===== config.mk =====
export PLATFORM = sky130hd
export DESIGN_NAME = gaussian_kl_distance
export DESIGN_NICKNAME = d
export VERILOG_FILES = /design/src/hw/rtl/gkl_pkg.sv /design/src/hw/rtl/gkl_div.sv /design/src/hw/rtl/gaussian_kl_distance.sv
export SDC_FILE = /design/constraint.sdc
export NUM_CORES = 2
export LEC_CHECK = 0
export BUFFER_PORTS_ARGS = -buffer_cell sky130_fd_sc_hd__buf_2
export CELL_PAD_IN_SITES_DETAIL_PLACEMENT = 0
export CELL_PAD_IN_SITES_GLOBAL_PLACEMENT = 1
export CORE_MARGIN = 2
export CORE_UTILIZATION = 51
export DETAILED_ROUTE_END_ITERATION = 16
export PLACE_DENSITY = 0.8
export SETUP_SLACK_MARGIN = 0.05
export SYNTH_ARGS = -nofsm -noshare
export SYNTH_HDL_FRONTEND = slang
export SYNTH_HIERARCHICAL = 1
export SYNTH_SLANG_ARGS = --single-unit

===== constraint.sdc =====
create_clock -name clk_i -period 9.7 [get_ports clk_i]
set_input_delay 0 -clock clk_i [delete_from_list [all_inputs] [get_ports clk_i]]
set_output_delay 0 -clock clk_i [all_outputs]
set_load 0.03 [all_outputs]

===== src/hw/rtl/gkl_pkg.sv =====
package gkl_pkg;

  // Field widths.
  localparam int unsigned DataW  = 32;
  localparam int unsigned DistW  = 48;
  localparam int unsigned DvdW   = 64;
  localparam int unsigned TermW  = 51;
  localparam int unsigned StepW  = 7;

  // Reset value of the variance floor: 10.0 in unsigned Q16.16.
  localparam logic [DataW-1:0] FloorReset = 32'd655360;

  // Largest distance, and the clamp on each mean term (2^49).
  localparam logic [DistW-1:0] DistMax  = {DistW{1'b1}};
  localparam logic [TermW-1:0] MeanCap  = TermW'(64'h2_0000_0000_0000);
  // 2.0 in Q.16.
  localparam logic [TermW-1:0] TwoQ16   = TermW'(64'd131072);

  // Quotient bits produced for each kind of division.
  localparam logic [StepW-1:0] RatioSteps = 7'd48;
  localparam logic [StepW-1:0] MeanSteps  = 7'd64;

  typedef struct packed {
    logic              start;
    logic [DvdW-1:0]   dividend;   // left-aligned on the quotient window
    logic [DataW-1:0]  divisor;
    logic [StepW-1:0]  steps;
  } div_req_t;

  typedef struct packed {
    logic              done;
    logic [DvdW-1:0]   quotient;
  } div_rsp_t;

endpackage


===== src/hw/rtl/gkl_div.sv =====
// Restoring radix-2 divider: one quotient bit per cycle.
module gkl_div (
  input  logic              clk_i,
  input  logic              rst_ni,
  input  gkl_pkg::div_req_t req_i,
  output gkl_pkg::div_rsp_t rsp_o
);

  logic                         busy_q, busy_d;
  logic                         done_q, done_d;
  logic [gkl_pkg::StepW-1:0]    count_q, count_d;
  logic [gkl_pkg::DataW-1:0]    rem_q, rem_d;
  logic [gkl_pkg::DataW-1:0]    dvs_q, dvs_d;
  logic [gkl_pkg::DvdW-1:0]     dvd_q, dvd_d;
  logic [gkl_pkg::DataW:0]      trial;
  logic                         qbit;

  assign trial = {rem_q, dvd_q[gkl_pkg::DvdW-1]};
  assign qbit  = (trial >= {1'b0, dvs_q});

  always_comb begin
    busy_d  = busy_q;
    done_d  = 1'b0;
    count_d = count_q;
    rem_d   = rem_q;
    dvs_d   = dvs_q;
    dvd_d   = dvd_q;
    if (req_i.start) begin
      busy_d  = 1'b1;
      count_d = req_i.steps;
      rem_d   = '0;
      dvs_d   = req_i.divisor;
      dvd_d   = req_i.dividend;
    end else if (busy_q) begin
      // The remainder stays below the divisor, so it fits in DataW bits.
      rem_d   = qbit ? gkl_pkg::DataW'(trial - {1'b0, dvs_q})
                     : trial[gkl_pkg::DataW-1:0];
      dvd_d   = {dvd_q[gkl_pkg::DvdW-2:0], qbit};
      count_d = count_q - 1'b1;
      if (count_q == gkl_pkg::StepW'(1)) begin
        busy_d = 1'b0;
        done_d = 1'b1;
      end
    end
  end

  always_ff @(posedge clk_i or negedge rst_ni) begin
    if (!rst_ni) begin
      busy_q  <= 1'b0;
      done_q  <= 1'b0;
      count_q <= '0;
    end else begin
      busy_q  <= busy_d;
      done_q  <= done_d;
      count_q <= count_d;
    end
  end

  always_ff @(posedge clk_i) begin
    rem_q <= rem_d;
    dvs_q <= dvs_d;
    dvd_q <= dvd_d;
  end

  assign rsp_o.done     = done_q;
  assign rsp_o.quotient = dvd_q;

endmodule


===== src/hw/rtl/gaussian_kl_distance.sv =====
// Each dimension is accepted in the idle state, squared, then divided four times on the shared
// radix-2 divider (48 + 48 + 64 + 64 quotient bits, with a start and a wait state per division)
// and accumulated; if a variance is zero after flooring, it goes straight to accumulate.
// A dimension marked last then passes the emit state, which waits while the result register
// is still full. in_ready_o is low until a dimension is through, so they never overlap.
// Reset (rst_ni low, asynchronous) clears total, sticky flag and control; floor becomes 10.0.
module gaussian_kl_distance (
  input  logic        clk_i,
  input  logic        rst_ni,

  // Configuration write channel: variance floor, unsigned Q16.16.
  input  logic        cfg_valid_i,
  output logic        cfg_ready_o,
  input  logic [31:0] cfg_variance_floor_i,

  // One dimension per input transaction.
  input  logic        in_valid_i,
  output logic        in_ready_o,
  input  logic signed [31:0] mean_a_i,
  input  logic [31:0] var_a_i,
  input  logic signed [31:0] mean_b_i,
  input  logic [31:0] var_b_i,
  input  logic        last_dim_i,

  // One result transaction after each dimension marked last.
  output logic        out_valid_o,
  input  logic        out_ready_i,
  output logic [47:0] distance_o,
  output logic        saturated_o
);

  // Sequencer states.
  localparam logic [2:0] StIdle   = 3'd0;
  localparam logic [2:0] StSquare = 3'd1;
  localparam logic [2:0] StStart  = 3'd2;
  localparam logic [2:0] StWait   = 3'd3;
  localparam logic [2:0] StAcc    = 3'd4;
  localparam logic [2:0] StEmit   = 3'd5;

  // The four divisions, issued in this order.
  localparam logic [1:0] OpRatioA = 2'd0;  // va * 2^16 / vb
  localparam logic [1:0] OpRatioB = 2'd1;  // vb * 2^16 / va
  localparam logic [1:0] OpMeanA  = 2'd2;  // d^2 / va
  localparam logic [1:0] OpMeanB  = 2'd3;  // d^2 / vb

  logic [2:0]                   state_q, state_d;
  logic [1:0]                   op_q, op_d;
  logic [31:0]                  floor_q;
  logic [31:0]                  va_q, va_d, vb_q, vb_d;
  logic [31:0]                  ad_q, ad_d;
  logic [63:0]                  dsq_q, dsq_d;
  logic                         last_q, last_d;
  logic                         zero_q, zero_d;
  logic [gkl_pkg::TermW-1:0]    term_q, term_d;
  logic [gkl_pkg::DistW-1:0]    total_q, total_d;
  logic                         sticky_q, sticky_d;
  logic                         out_valid_q, out_valid_d;
  logic [gkl_pkg::DistW-1:0]    out_dist_q, out_dist_d;
  logic                         out_sat_q, out_sat_d;

  logic                         in_fire;
  logic [31:0]                  va_floor, vb_floor;
  logic signed [32:0]           diff;
  gkl_pkg::div_req_t            div_req;
  gkl_pkg::div_rsp_t            div_rsp;
  logic [gkl_pkg::TermW-1:0]    addend;
  logic [gkl_pkg::TermW-1:0]    term_net;
  logic [gkl_pkg::DistW+3:0]    total_sum;
  logic                         out_free;

  assign cfg_ready_o = 1'b1;
  assign in_ready_o  = (state_q == StIdle);
  assign in_fire     = in_valid_i & in_ready_o;
  assign out_free    = !out_valid_q || out_ready_i;

  // Variance floor register.
  always_ff @(posedge clk_i or negedge rst_ni) begin
    if (!rst_ni) begin
      floor_q <= gkl_pkg::FloorReset;
    end else if (cfg_valid_i) begin
      floor_q <= cfg_variance_floor_i;
    end
  end

  // Floor both variances and form |mean_a - mean_b| as the item is taken.
  assign va_floor = (var_a_i < floor_q) ? floor_q : var_a_i;
  assign vb_floor = (var_b_i < floor_q) ? floor_q : var_b_i;
  assign diff     = {mean_a_i[31], mean_a_i} - {mean_b_i[31], mean_b_i};

  // The divider request for the current operation. Ratio dividends are
  // va * 2^16, 48 bits wide, so they are placed at the top of the 64-bit word.
  always_comb begin
    div_req.start = (state_q == StStart);
    case (op_q)
      OpRatioA: begin
        div_req.dividend = {va_q, 32'd0};
        div_req.divisor  = vb_q;
        div_req.steps    = gkl_pkg::RatioSteps;
      end
      OpRatioB: begin
        div_req.dividend = {vb_q, 32'd0};
        div_req.divisor  = va_q;
        div_req.steps    = gkl_pkg::RatioSteps;
      end
      OpMeanA: begin
        div_req.dividend = dsq_q;
        div_req.divisor  = va_q;
        div_req.steps    = gkl_pkg::MeanSteps;
      end
      default: begin
        div_req.dividend = dsq_q;
        div_req.divisor  = vb_q;
        div_req.steps    = gkl_pkg::MeanSteps;
      end
    endcase
  end

  gkl_div u_div (
    .clk_i  (clk_i),
    .rst_ni (rst_ni),
    .req_i  (div_req),
    .rsp_o  (div_rsp)
  );

  // Ratio quotients stay below 2^48; mean quotients are clamped at 2^49.
  always_comb begin
    if (op_q == OpRatioA || op_q == OpRatioB) begin
      addend = div_rsp.quotient[gkl_pkg::TermW-1:0];
    end else if (div_rsp.quotient > 64'(gkl_pkg::MeanCap)) begin
      addend = gkl_pkg::MeanCap;
    end else begin
      addend = div_rsp.quotient[gkl_pkg::TermW-1:0];
    end
  end

  // Subtract 2.0, flooring at zero, then add into the total with saturation.
  assign term_net  = (term_q >= gkl_pkg::TwoQ16) ? (term_q - gkl_pkg::TwoQ16) : '0;
  assign total_sum = {4'd0, total_q} + {1'b0, term_net};

  always_comb begin
    state_d     = state_q;
    op_d        = op_q;
    va_d        = va_q;
    vb_d        = vb_q;
    ad_d        = ad_q;
    dsq_d       = dsq_q;
    last_d      = last_q;
    zero_d      = zero_q;
    term_d      = term_q;
    total_d     = total_q;
    sticky_d    = sticky_q;
    out_valid_d = out_valid_q && !out_ready_i;
    out_dist_d  = out_dist_q;
    out_sat_d   = out_sat_q;

    case (state_q)
      StIdle: begin
        if (in_fire) begin
          va_d   = va_floor;
          vb_d   = vb_floor;
          ad_d   = diff[32] ? 32'(-diff) : diff[31:0];
          last_d = last_dim_i;
          zero_d = (va_floor == '0) || (vb_floor == '0);
          term_d = '0;
          op_d   = OpRatioA;
          // A zero variance skips the arithmetic altogether.
          state_d = ((va_floor == '0) || (vb_floor == '0)) ? StAcc : StSquare;
        end
      end
      StSquare: begin
        dsq_d   = ad_q * ad_q;
        state_d = StStart;
      end
      StStart: begin
        state_d = StWait;
      end
      StWait: begin
        if (div_rsp.done) begin
          term_d = term_q + addend;
          if (op_q == OpMeanB) begin
            state_d = StAcc;
          end else begin
            op_d    = op_q + 2'd1;
            state_d = StStart;
          end
        end
      end
      StAcc: begin
        if (zero_q || (total_sum[gkl_pkg::DistW+3:gkl_pkg::DistW] != '0)) begin
          total_d  = gkl_pkg::DistMax;
          sticky_d = 1'b1;
        end else begin
          total_d = total_sum[gkl_pkg::DistW-1:0];
        end
        state_d = last_q ? StEmit : StIdle;
      end
      StEmit: begin
        // Wait for the result register to drain, then hand over and start afresh.
        if (out_free) begin
          out_valid_d = 1'b1;
          out_dist_d  = total_q;
          out_sat_d   = sticky_q;
          total_d     = '0;
          sticky_d    = 1'b0;
          state_d     = StIdle;
        end
      end
      default: begin
        state_d = StIdle;
      end
    endcase
  end

  always_ff @(posedge clk_i or negedge rst_ni) begin
    if (!rst_ni) begin
      state_q     <= StIdle;
      op_q        <= OpRatioA;
      total_q     <= '0;
      sticky_q    <= 1'b0;
      out_valid_q <= 1'b0;
      last_q      <= 1'b0;
      zero_q      <= 1'b0;
    end else begin
      state_q     <= state_d;
      op_q        <= op_d;
      total_q     <= total_d;
      sticky_q    <= sticky_d;
      out_valid_q <= out_valid_d;
      last_q      <= last_d;
      zero_q      <= zero_d;
    end
  end

  // Datapath registers need no reset.
  always_ff @(posedge clk_i) begin
    va_q       <= va_d;
    vb_q       <= vb_d;
    ad_q       <= ad_d;
    dsq_q      <= dsq_d;
    term_q     <= term_d;
    out_dist_q <= out_dist_d;
    out_sat_q  <= out_sat_d;
  end

  assign out_valid_o = out_valid_q;
  assign distance_o  = out_dist_q;
  assign saturated_o = out_sat_q;

endmodule

==> results.tsv <==
stage	metric	value	unit
sta	Slew Viols, Final	0	
sta	hold_ws	0.0479	ns
min_path	Min-Delay Path Class	input pin to register	
die	number of placed I/O pins	218	
placed_design	detailed placement HPWL	131	mm
synthesis	yosys warns	6	
power_and_ir_drop	Clock power frac	0.235	
route	uppermost layer routed	met5	
die	Core Region	118000	um^2
min_path	Hold Crit Start	mean_b_i[30]	
sta	Fmax	112	MHz
synthesis	Mean Syn Cell Area	9.56	um^2
power_and_ir_drop	Sw Pwr	3510	uW
sta	Tcrit/Tclk final	0.921	
route	Routed Antenna Nets	0	
power_and_ir_drop	Sw Ratio	0.381	
route	DRC Markers	0	
grt	GRT Residual Overflow	0	
cells_and_area	Reg area	13800	um^2
sta	final-report hold violation count	0	
die	Starting Density	0.515	
power_and_ir_drop	pwr dens	137	nW/um^2
grt	first-pass GRT wire length	263	mm
route	met1 WL	74.1	mm
worst_setup_path	CP Class	register to register	
worst_setup_path	WP data required	10.11	ns
die	die width	350	um
die	Die Ht	350	um
placed_design	IO Port Bufs	216	
worst_setup_path	Startpoint Class	register	
flow_run	total of max-cap violations	0	
synthesis	post-synthesis cell count	6382	
power_and_ir_drop	Static Leak	0.0319	uW
status	status	finished, final reports clean	
power_and_ir_drop	peak supply drop	0.184	mV
sta	Worst slew margin	0.220	
grt	largest net degree at the start of global routing	80	
route	drt initial violations	3603	
route	vias	45672	
synthesis	Area contributors post-synth	fa_1, edfxtp_1, ha_1	
min_path	WHS Path Cells	5	
worst_setup_path	R2R Setup Slk	0.77	ns
route	met2 wire length	73.3	mm
synthesis	post-synthesis cell type count	102	
route	post-DR vias/cell	5.53	
synthesis	share of the yosys chip area belonging to registers	0.225	
cells_and_area	layout cells sized above 1	0.0825	
worst_setup_path	Reg2Reg Launch Point	ad_q[7]	
die	row count	126	
synthesis	top cell type's share of synthesized area	0.261	
synthesis	Yosys reg bits	485	
route	final wirelength	165	mm
power_and_ir_drop	logic gate share of total power	0.440	
grt	vias in the first global route	47289	
synthesis	top_reg_cell synth	edfxtp_1	
route	Pre-antenna DRT Iters	8	
clock_tree	H-tree Lvls	2	
cells_and_area	Final nets	8114	
worst_setup_path	maximum fanout along the worst path	14	
placed_design	RePlAce Congestion	0.935	
worst_setup_path	CP Capture Type	register	
sta	min Tclk post-route	8.93	ns
die	total die area	122000	um^2
worst_setup_path	FF-to-FF End	dsq_q[60]	
clock_tree	CTS root buf	clkbuf_16	
synthesis	Yosys top cell by area	fa_1	
clock_tree	clock transition at the registers of the reported paths	0.06	ns
synthesis	top-count cell post-synth	inv_1	
sta	Final Skew	0.0373	ns
sta	final setup fails	0	
route	routed wl met3	11.7	mm
clock_tree	Max Buffers Root-to-Sink	3	
synthesis	Syn Std Cell Area	61000	um^2
power_and_ir_drop	cell-internal power	5690	uW
min_path	worst hold path endpoint	ad_q[30]	
sta	RSZ-0062 raised after global routing	no	
cells_and_area	filler cell count	10516	
power_and_ir_drop	sequential power share	0.325	
synthesis	Async SR Flop Fraction	0.202	
clock_tree	CTS Buf Count	55	
synthesis	Post-synth EDFFs	355	
grt	antenna violations before repair	5	
worst_setup_path	CP arrival	9.34	ns
synthesis	most frequent cells after synthesis	inv_1, fa_1, ha_1	
clock_tree	Clock Latency Late Sink	0.67	ns
sta	Setup TNS Final	0	ns
clock_tree	TritonCTS clock tree	done	
sta	Worst-Margin Slew	1.17	ns
cells_and_area	Area growth syn-to-layout	10.0	%
clock_tree	CTS Sinks	485	
worst_setup_path	R2R depth	27	
grt	Tot GR Track Use	0.273	
cells_and_area	Multi-input gate area	41900	um^2
route	routed length per instance	19.9	um
[placed cells by master (no fill, tap or decap), drive strengths merged, types with 24 or more instances in the layout]
master / synthesis / routed
a211oi: 45 / 45
a21o: 150 / 150
a21oi: 337 / 337
a22o: 36 / 36
a31oi: 69 / 69
and2: 293 / 293
and3: 33 / 33
buf: 16 / 276
clkbuf: 247 / 67
dfrtp: 96 / 96
dfxtp: 32 / 32
dlygate4sd3: 0 / 164
edfxtp: 355 / 355
fa: 796 / 796
ha: 532 / 532
inv: 1157 / 1160
mux2: 101 / 101
nand2: 510 / 510
nand2b: 34 / 34
nand3: 51 / 51
nand4: 60 / 60
nor2: 263 / 263
nor2b: 104 / 104
nor3: 59 / 59
nor4: 68 / 68
o21a: 24 / 24
o21ai: 264 / 264
o21bai: 50 / 50
xnor2: 175 / 175
xor2: 121 / 121
[how the worst max path moves through the flow]
stage,endpoint,from,depth (start not counted)
final,dsq_q[60],ad_q[7],27
after global routing,dsq_q[56],ad_q[17],27
after CTS,dsq_q[57],ad_q[4],29
after detailed placement,dsq_q[57],ad_q[4],29
after global placement,dsq_q[57],ad_q[4],29
after floorplan,dsq_q[56],ad_q[2],30
[logic make-up after synthesis]
logic type               after synthesis  share of synthesized area
AND/OR/NAND/NOR                     1559                      0.128
multiplexers                         116                     0.0213
buffers and inverters               1421                     0.0883
adder cells (fa/ha/maj)             1328                      0.370
flip-flops                           485                      0.225
XOR/XNOR                             296                     0.0425
AO/OA/AOI/OAI                       1175                      0.124
other                                  2                   0.000123
[metrics by stage]
step / instances / setup WS [ns] / util / area, um^2 / total power [uW]
6_report: 8266 / 0.767 / 0.567 / 67100 / 9210
5_1_grt: 8265 / 0.276 / 0.567 / 67100 / 9820
4_1_cts: 8264 / 0.784 / 0.567 / 67100 / 9230
3_5_place_dp: 7998 / 0.744 / 0.537 / 63600 / 6980
3_3_place_gp: 7998 / 0.849 / 0.537 / 63600 / 6920
2_1_floorplan: 6386 / 1.70 / - / 61000 / 5980
[critical path: stages, from the launching register on]
cell and delay (ns):
edfxtp_1 0.71, inv_1 0.32, nor2_1 0.37, inv_1 0.11
fa_1 0.53, inv_1 0.07, fa_1 0.52, fa_1 0.58
fa_1 0.44, fa_1 0.41, fa_1 0.43, fa_1 0.52
inv_1 0.05, fa_1 0.47, inv_1 0.04, ha_1 0.36
a21oi_1 0.39, o21ai_0 0.21, a311oi_1 0.44, o221ai_1 0.22
a2111oi_0 0.43, buf_4 0.21, o31ai_1 0.13, nand4_1 0.12
and3_1 0.24, o21bai_1 0.08, a21oi_1 0.20, xnor2_1 0.09
[power by group through the flow]
stage	Combinational, uW	Sequential [uW]	Clock, uW
5_1_grt	4500	3030	2290
4_1_cts	4020	3000	2210
6_report	4050	3000	2160
3_5_place_dp	3940	3040	0
2_1_floorplan	3060	2920	0
3_3_place_gp	3900	3020	0
[state kept, by name, indices dropped and copies added (netlist names), 7 cells and up]
register,cells
u_div/dvd_q,64
dsq_q,63
term_q,51
distance_o,48
total_q,48
ad_q,32
floor_q,32
u_div/dvs_q,32
u_div/rem_q,32
va_q,32
vb_q,32
u_div/count_q,7
[layout make-up]
class	count	area share
antenna	2	0.0000746
clock buffer	67	0.0216
clock inverter	34	0.00637
inverter	1158	0.0648
multi-input combinational	4480	0.625
sequential	485	0.205
tap	1600	0.0298
timing repair buffer	440	0.0477
[layer usage]
metal	up-vias	global-route usage
met5	-	0
met2	1623	0.430
met3	305	0.0415
met1	22171	0.388
met4	2	0.0891
li1	21571	-
[repair_timing]
action,in CTS,in global routing
setup endpoints to repair,0,0
gates resized for setup,0,0
endpoints found under the hold margin,143,0
buffers inserted,0,0
hold buffers,165,0
(Power assumes the default switching activity.)
